$ cat src/mm3_pkg.sv
// Shared types, constants and helper functions for the MurmurHash3 x86_32 stream hasher.
// Depends on nothing; every other design file imports it.
`timescale 1ns / 1ps
`default_nettype none

package mm3_pkg;

    localparam int QDEPTH = 4;
    localparam int QA_W   = $clog2(QDEPTH);
    localparam int QCNT_W = $clog2(QDEPTH + 1);

    localparam logic [31:0] C1     = 32'hcc9e2d51;
    localparam logic [31:0] C2     = 32'h1b873593;
    localparam logic [31:0] H_ADD  = 32'he6546b64;
    localparam logic [31:0] F1     = 32'h85ebca6b;
    localparam logic [31:0] F2     = 32'hc2b2ae35;

    localparam logic [2:0] CNT_FULL = 3'd4;
    localparam logic [2:0] CNT_NONE = 3'd0;

    // Word as queued for the back end: tail bytes already masked off.
    typedef struct packed {
        logic [31:0] word;
        logic [2:0]  cnt;
        logic        last;
    } t_item;

    typedef enum logic [2:0] {
        ST_IDLE,
        ST_MIX2,
        ST_UPD,
        ST_FIN1,
        ST_FIN2,
        ST_OUT
    } t_bstate;

    function automatic logic [31:0] byte_mask(input logic [2:0] cnt);
        logic [31:0] m;
        case (cnt)
            3'd0:    m = 32'h0000_0000;
            3'd1:    m = 32'h0000_00ff;
            3'd2:    m = 32'h0000_ffff;
            3'd3:    m = 32'h00ff_ffff;
            default: m = 32'hffff_ffff;
        endcase
        return m;
    endfunction

    function automatic logic [31:0] rotl15(input logic [31:0] v);
        return {v[16:0], v[31:17]};
    endfunction

    function automatic logic [31:0] rotl13(input logic [31:0] v);
        return {v[18:0], v[31:19]};
    endfunction

endpackage

`default_nettype wire

$ cat src/mm3_front.sv
// Front end: accepts stream transfers, saturates the byte count, masks tail bytes
// and holds the classified words in a short queue. Uses mm3_pkg.
`timescale 1ns / 1ps
`default_nettype none

module mm3_front import mm3_pkg::*; (
    input  wire logic        i_clk,
    input  wire logic        i_rst_n,
    input  wire logic        i_valid,
    output logic             o_ready,
    input  wire logic [31:0] i_word,
    input  wire logic [2:0]  i_byte_count,
    input  wire logic        i_last,
    output logic             o_q_valid,
    output t_item            o_q_item,
    input  wire logic        i_q_pop
);

    t_item              r_mem [QDEPTH];
    logic [QA_W-1:0]    r_wr_ptr, r_rd_ptr;
    logic [QCNT_W-1:0]  r_count;
    t_item              w_item;
    logic               w_push;
    logic               w_pop;
    logic [2:0]         w_cnt;

    // Non-last words always count as full; counts above four saturate.
    always_comb begin
        if (!i_last || i_byte_count > CNT_FULL) begin
            w_cnt = CNT_FULL;
        end else begin
            w_cnt = i_byte_count;
        end
        w_item.word = i_word & byte_mask(w_cnt);
        w_item.cnt  = w_cnt;
        w_item.last = i_last;
    end

    assign o_ready   = (r_count != QCNT_W'(QDEPTH));
    assign o_q_valid = (r_count != '0);
    assign o_q_item  = r_mem[r_rd_ptr];
    assign w_push    = i_valid && o_ready;
    assign w_pop     = i_q_pop && o_q_valid;

    always_ff @(posedge i_clk) begin
        if (w_push) begin
            r_mem[r_wr_ptr] <= w_item;
        end
    end

    always_ff @(posedge i_clk) begin
        if (!i_rst_n) begin
            r_wr_ptr <= '0;
            r_rd_ptr <= '0;
            r_count  <= '0;
        end else begin
            if (w_push) begin
                r_wr_ptr <= r_wr_ptr + QA_W'(1);
            end
            if (w_pop) begin
                r_rd_ptr <= r_rd_ptr + QA_W'(1);
            end
            if (w_push && !w_pop) begin
                r_count <= r_count + QCNT_W'(1);
            end else if (w_pop && !w_push) begin
                r_count <= r_count - QCNT_W'(1);
            end
        end
    end

endmodule

`default_nettype wire

$ cat src/mm3_back.sv
// Back end: sequencer that mixes one queued word at a time into the running hash,
// runs the avalanche finalizer on the last word and holds the result register. Uses mm3_pkg.
`timescale 1ns / 1ps
`default_nettype none

module mm3_back import mm3_pkg::*; (
    input  wire logic        i_clk,
    input  wire logic        i_rst_n,
    input  wire logic        i_cfg_wr,
    input  wire logic [31:0] i_cfg_data,
    input  wire logic        i_q_valid,
    input  wire t_item       i_q_item,
    output logic             o_q_pop,
    output logic             o_out_valid,
    input  wire logic        i_out_ready,
    output logic [31:0]      o_out_data
);

    t_bstate     r_state, n_state;
    logic [31:0] r_seed;
    logic [31:0] r_k;
    logic [31:0] r_hash;
    logic [31:0] r_len;
    logic [2:0]  r_cnt;
    logic        r_last;
    logic        r_in_key;
    logic [31:0] r_out;
    logic        r_out_valid;
    logic        w_load_out;
    logic [31:0] w_upd;
    logic [31:0] w_fin1;

    always_ff @(posedge i_clk) begin
        if (!i_rst_n) begin
            r_state <= ST_IDLE;
        end else begin
            r_state <= n_state;
        end
    end

    always_comb begin
        n_state    = r_state;
        o_q_pop    = 1'b0;
        w_load_out = 1'b0;
        case (r_state)
            ST_IDLE: begin
                if (i_q_valid) begin
                    o_q_pop = 1'b1;
                    n_state = ST_MIX2;
                end
            end
            ST_MIX2: n_state = ST_UPD;
            ST_UPD:  n_state = r_last ? ST_FIN1 : ST_IDLE;
            ST_FIN1: n_state = ST_FIN2;
            ST_FIN2: n_state = ST_OUT;
            ST_OUT: begin
                if (!r_out_valid || i_out_ready) begin
                    w_load_out = 1'b1;
                    n_state    = ST_IDLE;
                end
            end
            default: n_state = ST_IDLE;
        endcase
    end

    // Hash update for one word, plus the first finalizer mix; the tail skips the rotate and multiply-add.
    always_comb begin
        w_upd = r_hash;
        if (r_cnt != CNT_NONE) begin
            w_upd = w_upd ^ r_k;
        end
        if (r_cnt == CNT_FULL) begin
            w_upd = rotl13(w_upd);
            w_upd = (w_upd << 2) + w_upd + H_ADD;
        end
        w_fin1 = r_hash ^ r_len;
        w_fin1 = w_fin1 ^ (w_fin1 >> 16);
    end

    always_ff @(posedge i_clk) begin
        if (!i_rst_n) begin
            r_seed   <= '0;
            r_in_key <= 1'b0;
        end else begin
            if (i_cfg_wr) begin
                r_seed <= i_cfg_data;
            end
            if (r_state == ST_IDLE && i_q_valid) begin
                r_in_key <= 1'b1;
            end else if (r_state == ST_UPD && r_last) begin
                r_in_key <= 1'b0;
            end
        end
    end

    always_ff @(posedge i_clk) begin
        case (r_state)
            ST_IDLE: begin
                if (i_q_valid) begin
                    r_k    <= i_q_item.word * C1;
                    r_cnt  <= i_q_item.cnt;
                    r_last <= i_q_item.last;
                    if (!r_in_key) begin
                        r_hash <= r_seed;
                        r_len  <= '0;
                    end
                end
            end
            ST_MIX2: r_k <= rotl15(r_k) * C2;
            ST_UPD: begin
                r_hash <= w_upd;
                r_len  <= r_len + {29'd0, r_cnt};
            end
            ST_FIN1: r_hash <= w_fin1 * F1;
            ST_FIN2: r_hash <= (r_hash ^ (r_hash >> 13)) * F2;
            default: ;
        endcase
    end

    always_ff @(posedge i_clk) begin
        if (w_load_out) begin
            r_out <= r_hash ^ (r_hash >> 16);
        end
    end

    always_ff @(posedge i_clk) begin
        if (!i_rst_n) begin
            r_out_valid <= 1'b0;
        end else if (w_load_out) begin
            r_out_valid <= 1'b1;
        end else if (i_out_ready) begin
            r_out_valid <= 1'b0;
        end
    end

    assign o_out_valid = r_out_valid;
    assign o_out_data  = r_out;

endmodule

`default_nettype wire

$ cat src/murmur3_32_hash_stream.sv
// MurmurHash3 x86_32 over a stream of little-endian key words; instantiates mm3_front
// and mm3_back, uses mm3_pkg. The back-end sequencer with its registered multiplier steps
// sets the rate, taking one queued word at a time: each word passes the idle (pop), second-mix
// and update states; a last word then passes the finalizer states FIN1 and FIN2 and the state
// that loads the output register (waiting there while a previous result is still held).
// The front queue holds 4 words so input transfers continue while the back end works.
// Synchronous active-low reset clears the queue, sequencer, output valid and seed (to 0).
`timescale 1ns / 1ps
`default_nettype none

module murmur3_32_hash_stream import mm3_pkg::*; (
    input  wire logic        i_clk,
    input  wire logic        i_rst_n,
    input  wire logic        i_cfg_valid,
    output logic             o_cfg_ready,
    input  wire logic [31:0] i_cfg_data,
    input  wire logic        s_axis_tvalid,
    output logic             s_axis_tready,
    input  wire logic [39:0] s_axis_tdata,   // [31:0] word_data, [34:32] byte_count, rest 0
    input  wire logic        s_axis_tlast,   // last_word
    output logic             m_axis_tvalid,
    input  wire logic        m_axis_tready,
    output logic [31:0]      m_axis_tdata    // [31:0] hash_value
);

    logic  w_q_valid;
    t_item w_q_item;
    logic  w_q_pop;

    assign o_cfg_ready = 1'b1;

    mm3_front u_front (
        .i_clk        (i_clk),
        .i_rst_n      (i_rst_n),
        .i_valid      (s_axis_tvalid),
        .o_ready      (s_axis_tready),
        .i_word       (s_axis_tdata[31:0]),
        .i_byte_count (s_axis_tdata[34:32]),
        .i_last       (s_axis_tlast),
        .o_q_valid    (w_q_valid),
        .o_q_item     (w_q_item),
        .i_q_pop      (w_q_pop)
    );

    mm3_back u_back (
        .i_clk       (i_clk),
        .i_rst_n     (i_rst_n),
        .i_cfg_wr    (i_cfg_valid),
        .i_cfg_data  (i_cfg_data),
        .i_q_valid   (w_q_valid),
        .i_q_item    (w_q_item),
        .o_q_pop     (w_q_pop),
        .o_out_valid (m_axis_tvalid),
        .i_out_ready (m_axis_tready),
        .o_out_data  (m_axis_tdata)
    );

endmodule

`default_nettype wire

$ cat config.mk
export PLATFORM = sky130hd
export DESIGN_NAME = murmur3_32_hash_stream
export DESIGN_NICKNAME = d
export VERILOG_FILES = /design/src/mm3_pkg.sv /design/src/mm3_front.sv /design/src/mm3_back.sv /design/src/murmur3_32_hash_stream.sv
export SDC_FILE = /design/constraint.sdc
export NUM_CORES = 2
export LEC_CHECK = 0
export BUFFER_PORTS_ARGS = -buffer_cell sky130_fd_sc_hd__buf_2
export CORE_AREA = 2 2 308 310
export CTS_CLUSTER_SIZE = 14
export DETAILED_ROUTE_END_ITERATION = 16
export DIE_AREA = 0 0 310 312
export GPL_TIMING_DRIVEN = 0
export PLACE_DENSITY = 0.7
export REMOVE_ABC_BUFFERS = 1
export SLEW_MARGIN = 20
export SYNTH_ARGS = -nofsm -noshare
export SYNTH_HDL_FRONTEND = slang
export SYNTH_HIERARCHICAL = 1
export SYNTH_SLANG_ARGS = --single-unit
$ cat constraint.sdc
create_clock -name i_clk -period 10.6 [get_ports i_clk]
set_input_delay 0.53 -clock i_clk [delete_from_list [all_inputs] [get_ports i_clk]]
set_output_delay 0.53 -clock i_clk [all_outputs]
set_load 0.03 [all_outputs]
==> impl_metrics.toml <==
[outcome]
run_status = "completed"

[placement]
pre_cts_ws_ps = 1170
gp_congestion = 1.02
hpwl_microns = 111000
portBuffers = 106

[clock_tree]
cts_root_buffer = "clkbuf_16"
clock_latency_ps = 560
cts_buffers = 35
clock-sinks = 322
cts_tree = "built"
cts.repair.resized = 0
cts_setup_buffers = 0
postCtsHoldBufs = 0
clk_path_buf_depth = 3
cts.clk_slew.worst_paths_ps = 60
ctsHtreeMaxLevel = 2

[logic_synthesis]
synth_top_area_share_pct = 29.3
yosysMostFrequentCell = "inv_1"
synthesis.area_sq_um = 50000
synth_area_leaders = "fa_1, ha_1, edfxtp_1, inv_1, xnor2_1"
ys_top_cells_by_count = "inv_1, ha_1, fa_1, edfxtp_1, xnor2_1"
ys_types = 86
avgSynthCellArea_sq_um = 10.5
synth.yosys.warnings = 6
ys_async_sr_fraction_pct = 0
syn_inst = 4746
yosysSeqAreaShare_pct = 18.4
synth_edf_count = 276
synth-seq-cells = 322
ys.flop_type = "edfxtp_1"
yosys.area.top_type = "fa_1"

[cells_and_area]
fill_cells = 8072
diodes = 0
area_growth_pct = 6.38
final_nets = 6461
drive_above_1_share_pct = 5.13

[floorplanning]
io_pins = 113
num_rows = 112
die_h_microns = 312
initial_utilization_pct = 53.8
dieArea_sq_um = 96700
chipWidth_microns = 310
core_area_sq_um = 93000

[worst_setup_path]
required_ps = 10900
path_class = "flop to flop"
crit_arrival_ps = 9920
crit_fanout = 10
crit_path_end_kind = "flop"
startpoint_type = "flop"

[global_route]
overflow = 0
grt_pass1_wl_microns = 203000
busiest_layer = "met2"
antenna_found_initial = 2
grtUsageMet1_pct = 37.7
grt_use_met3_pct = 4.54
groute.usage.overall_pct = 27.9
met2_usage_pct = 45.2
grt_max_degree = 48
grt_pass1_vias = 35300

[drt]
antenna_left = 0
wirelength_microns = 131000
post_drt_via_cell_ratio = 5.44
drt-pass1-iter-count = 5
detail_route.wl_per_cell_microns = 21.4
dr.first_iter.drc_count = 2448
drc = 0
via_count = 33200

[job]
maxCapViolations = 0

[sta]
final.setup.tns_ps = 0
slew_headroom_pct = 23.0
holdWs_ps = 240
fin_crit_ps = 9620
finalMaxSlewViolations = 0
skew_ps = 11.9
rsz0062_at_grt = "no"
tightest_slew_ps = 1150
hold_violations = 0
max_freq_mhz = 104
finalSetupViolCount = 0
worst_slack_ps = 983
post-route-period-util_pct = 90.7

[min_path]
hold_class = "input port to flop"
==> state kept, by name (all words and copies together) (netlist names), named ones only <==
signal              flops
u_back/r_seed          32
u_front/r_rd_ptr        2
u_back/r_last           1
u_back/r_in_key         1
u_back/o_out_data      32
u_back/r_state          3
u_back/r_len           32
u_front/r_count         3
u_back/r_cnt            3
u_front/r_mem         144
u_front/r_wr_ptr        2
u_back/o_out_valid      1
u_back/r_hash          32
u_back/r_k             32
==> cell families (layout without fill, tap and decap cells) <==
kind of cell             Yosys count  in the layout  share of synthesized area (%)
adder cells (fa/ha/maj)         1557           1557                           49.9
buffers and inverters           1335           1440                           10.2
AND/OR/NAND/NOR                  556            556                           5.41
AO/OA/AOI/OAI                    502            502                           6.59
XOR/XNOR                         391            391                           6.88
flip-flops                       322            322                           18.4
multiplexers                      82             82                           2.59
other                              1              1                        0.00750
==> worst max-delay path, stage by stage (launching register included) <==
cell	delay, ps
edfxtp_1	750
xnor2_1	810
clkinv_1	430
xnor2_1	550
inv_1	140
fa_1	470
fa_1	510
fa_1	490
inv_1	60
fa_1	500
inv_1	50
fa_1	520
inv_1	50
fa_1	470
inv_1	50
fa_1	460
inv_1	100
ha_1	280
a211o_1	290
a21oi_1	400
nand2_1	110
o211ai_1	370
o21ai_0	210
or2_2	330
xor2_1	150
a221oi_1	360
o21ai_0	220
o22a_1	220
==> area by class of cell <==
cell class | instances | area [sq um] | share of cell area [%]
clock buffer | 41 | 898 | 1.69
multi-input combinational | 3089 | 35800 | 67.4
tap | 1254 | 1570 | 2.95
sequential | 322 | 9210 | 17.3
clock inverter | 21 | 194 | 0.364
inverter | 1260 | 4730 | 8.89
timing repair buffer | 118 | 763 | 1.43
==> placed cells by master, fill, tap and decap left out, drive strengths merged, types with 102 or more instances in the layout <==
cell	n
buf	118
xor2	152
a21oi	127
fa	733
ha	824
edfxtp	276
inv	1268
nand2	162
o21ai	102
nor2	142
xnor2	238
==> path summary, 6_finish.rpt <==
check,start,to,slack (ps),depth (start not counted)
max,u_back/r_hash[20],u_back/r_hash[27],980,27
min reg2reg,u_front/r_wr_ptr[0],u_front/r_wr_ptr[0],510,2
max reg2reg,u_back/r_hash[20],u_back/r_hash[27],980,27
min,i_cfg_data[1],u_back/r_seed[1],240,3
==> per-layer routing <==
metal	vias to the layer above	share of wire, %
li1	15300	-
met1	16600	42
met2	1058	47
met3	260	6.8
met4	2	4.6
met5	-	0.0099
==> through the flow <==
| stage | util [%] | instances | instance area [sq um] |
|---|---|---|---|
| CTS | 57.2 | 6105 | 53200 |
| detailed placement | 56.0 | 6043 | 52100 |
| floorplan | - | 4671 | 49700 |
| global placement | 55.6 | 6031 | 51800 |
| global route | 57.2 | 6105 | 53200 |
| finish | 57.2 | 6105 | 53200 |
Power is left out: the tool's default activity adds up to more than one toggle a clock period on the data nets, which glitch-free logic cannot reach.
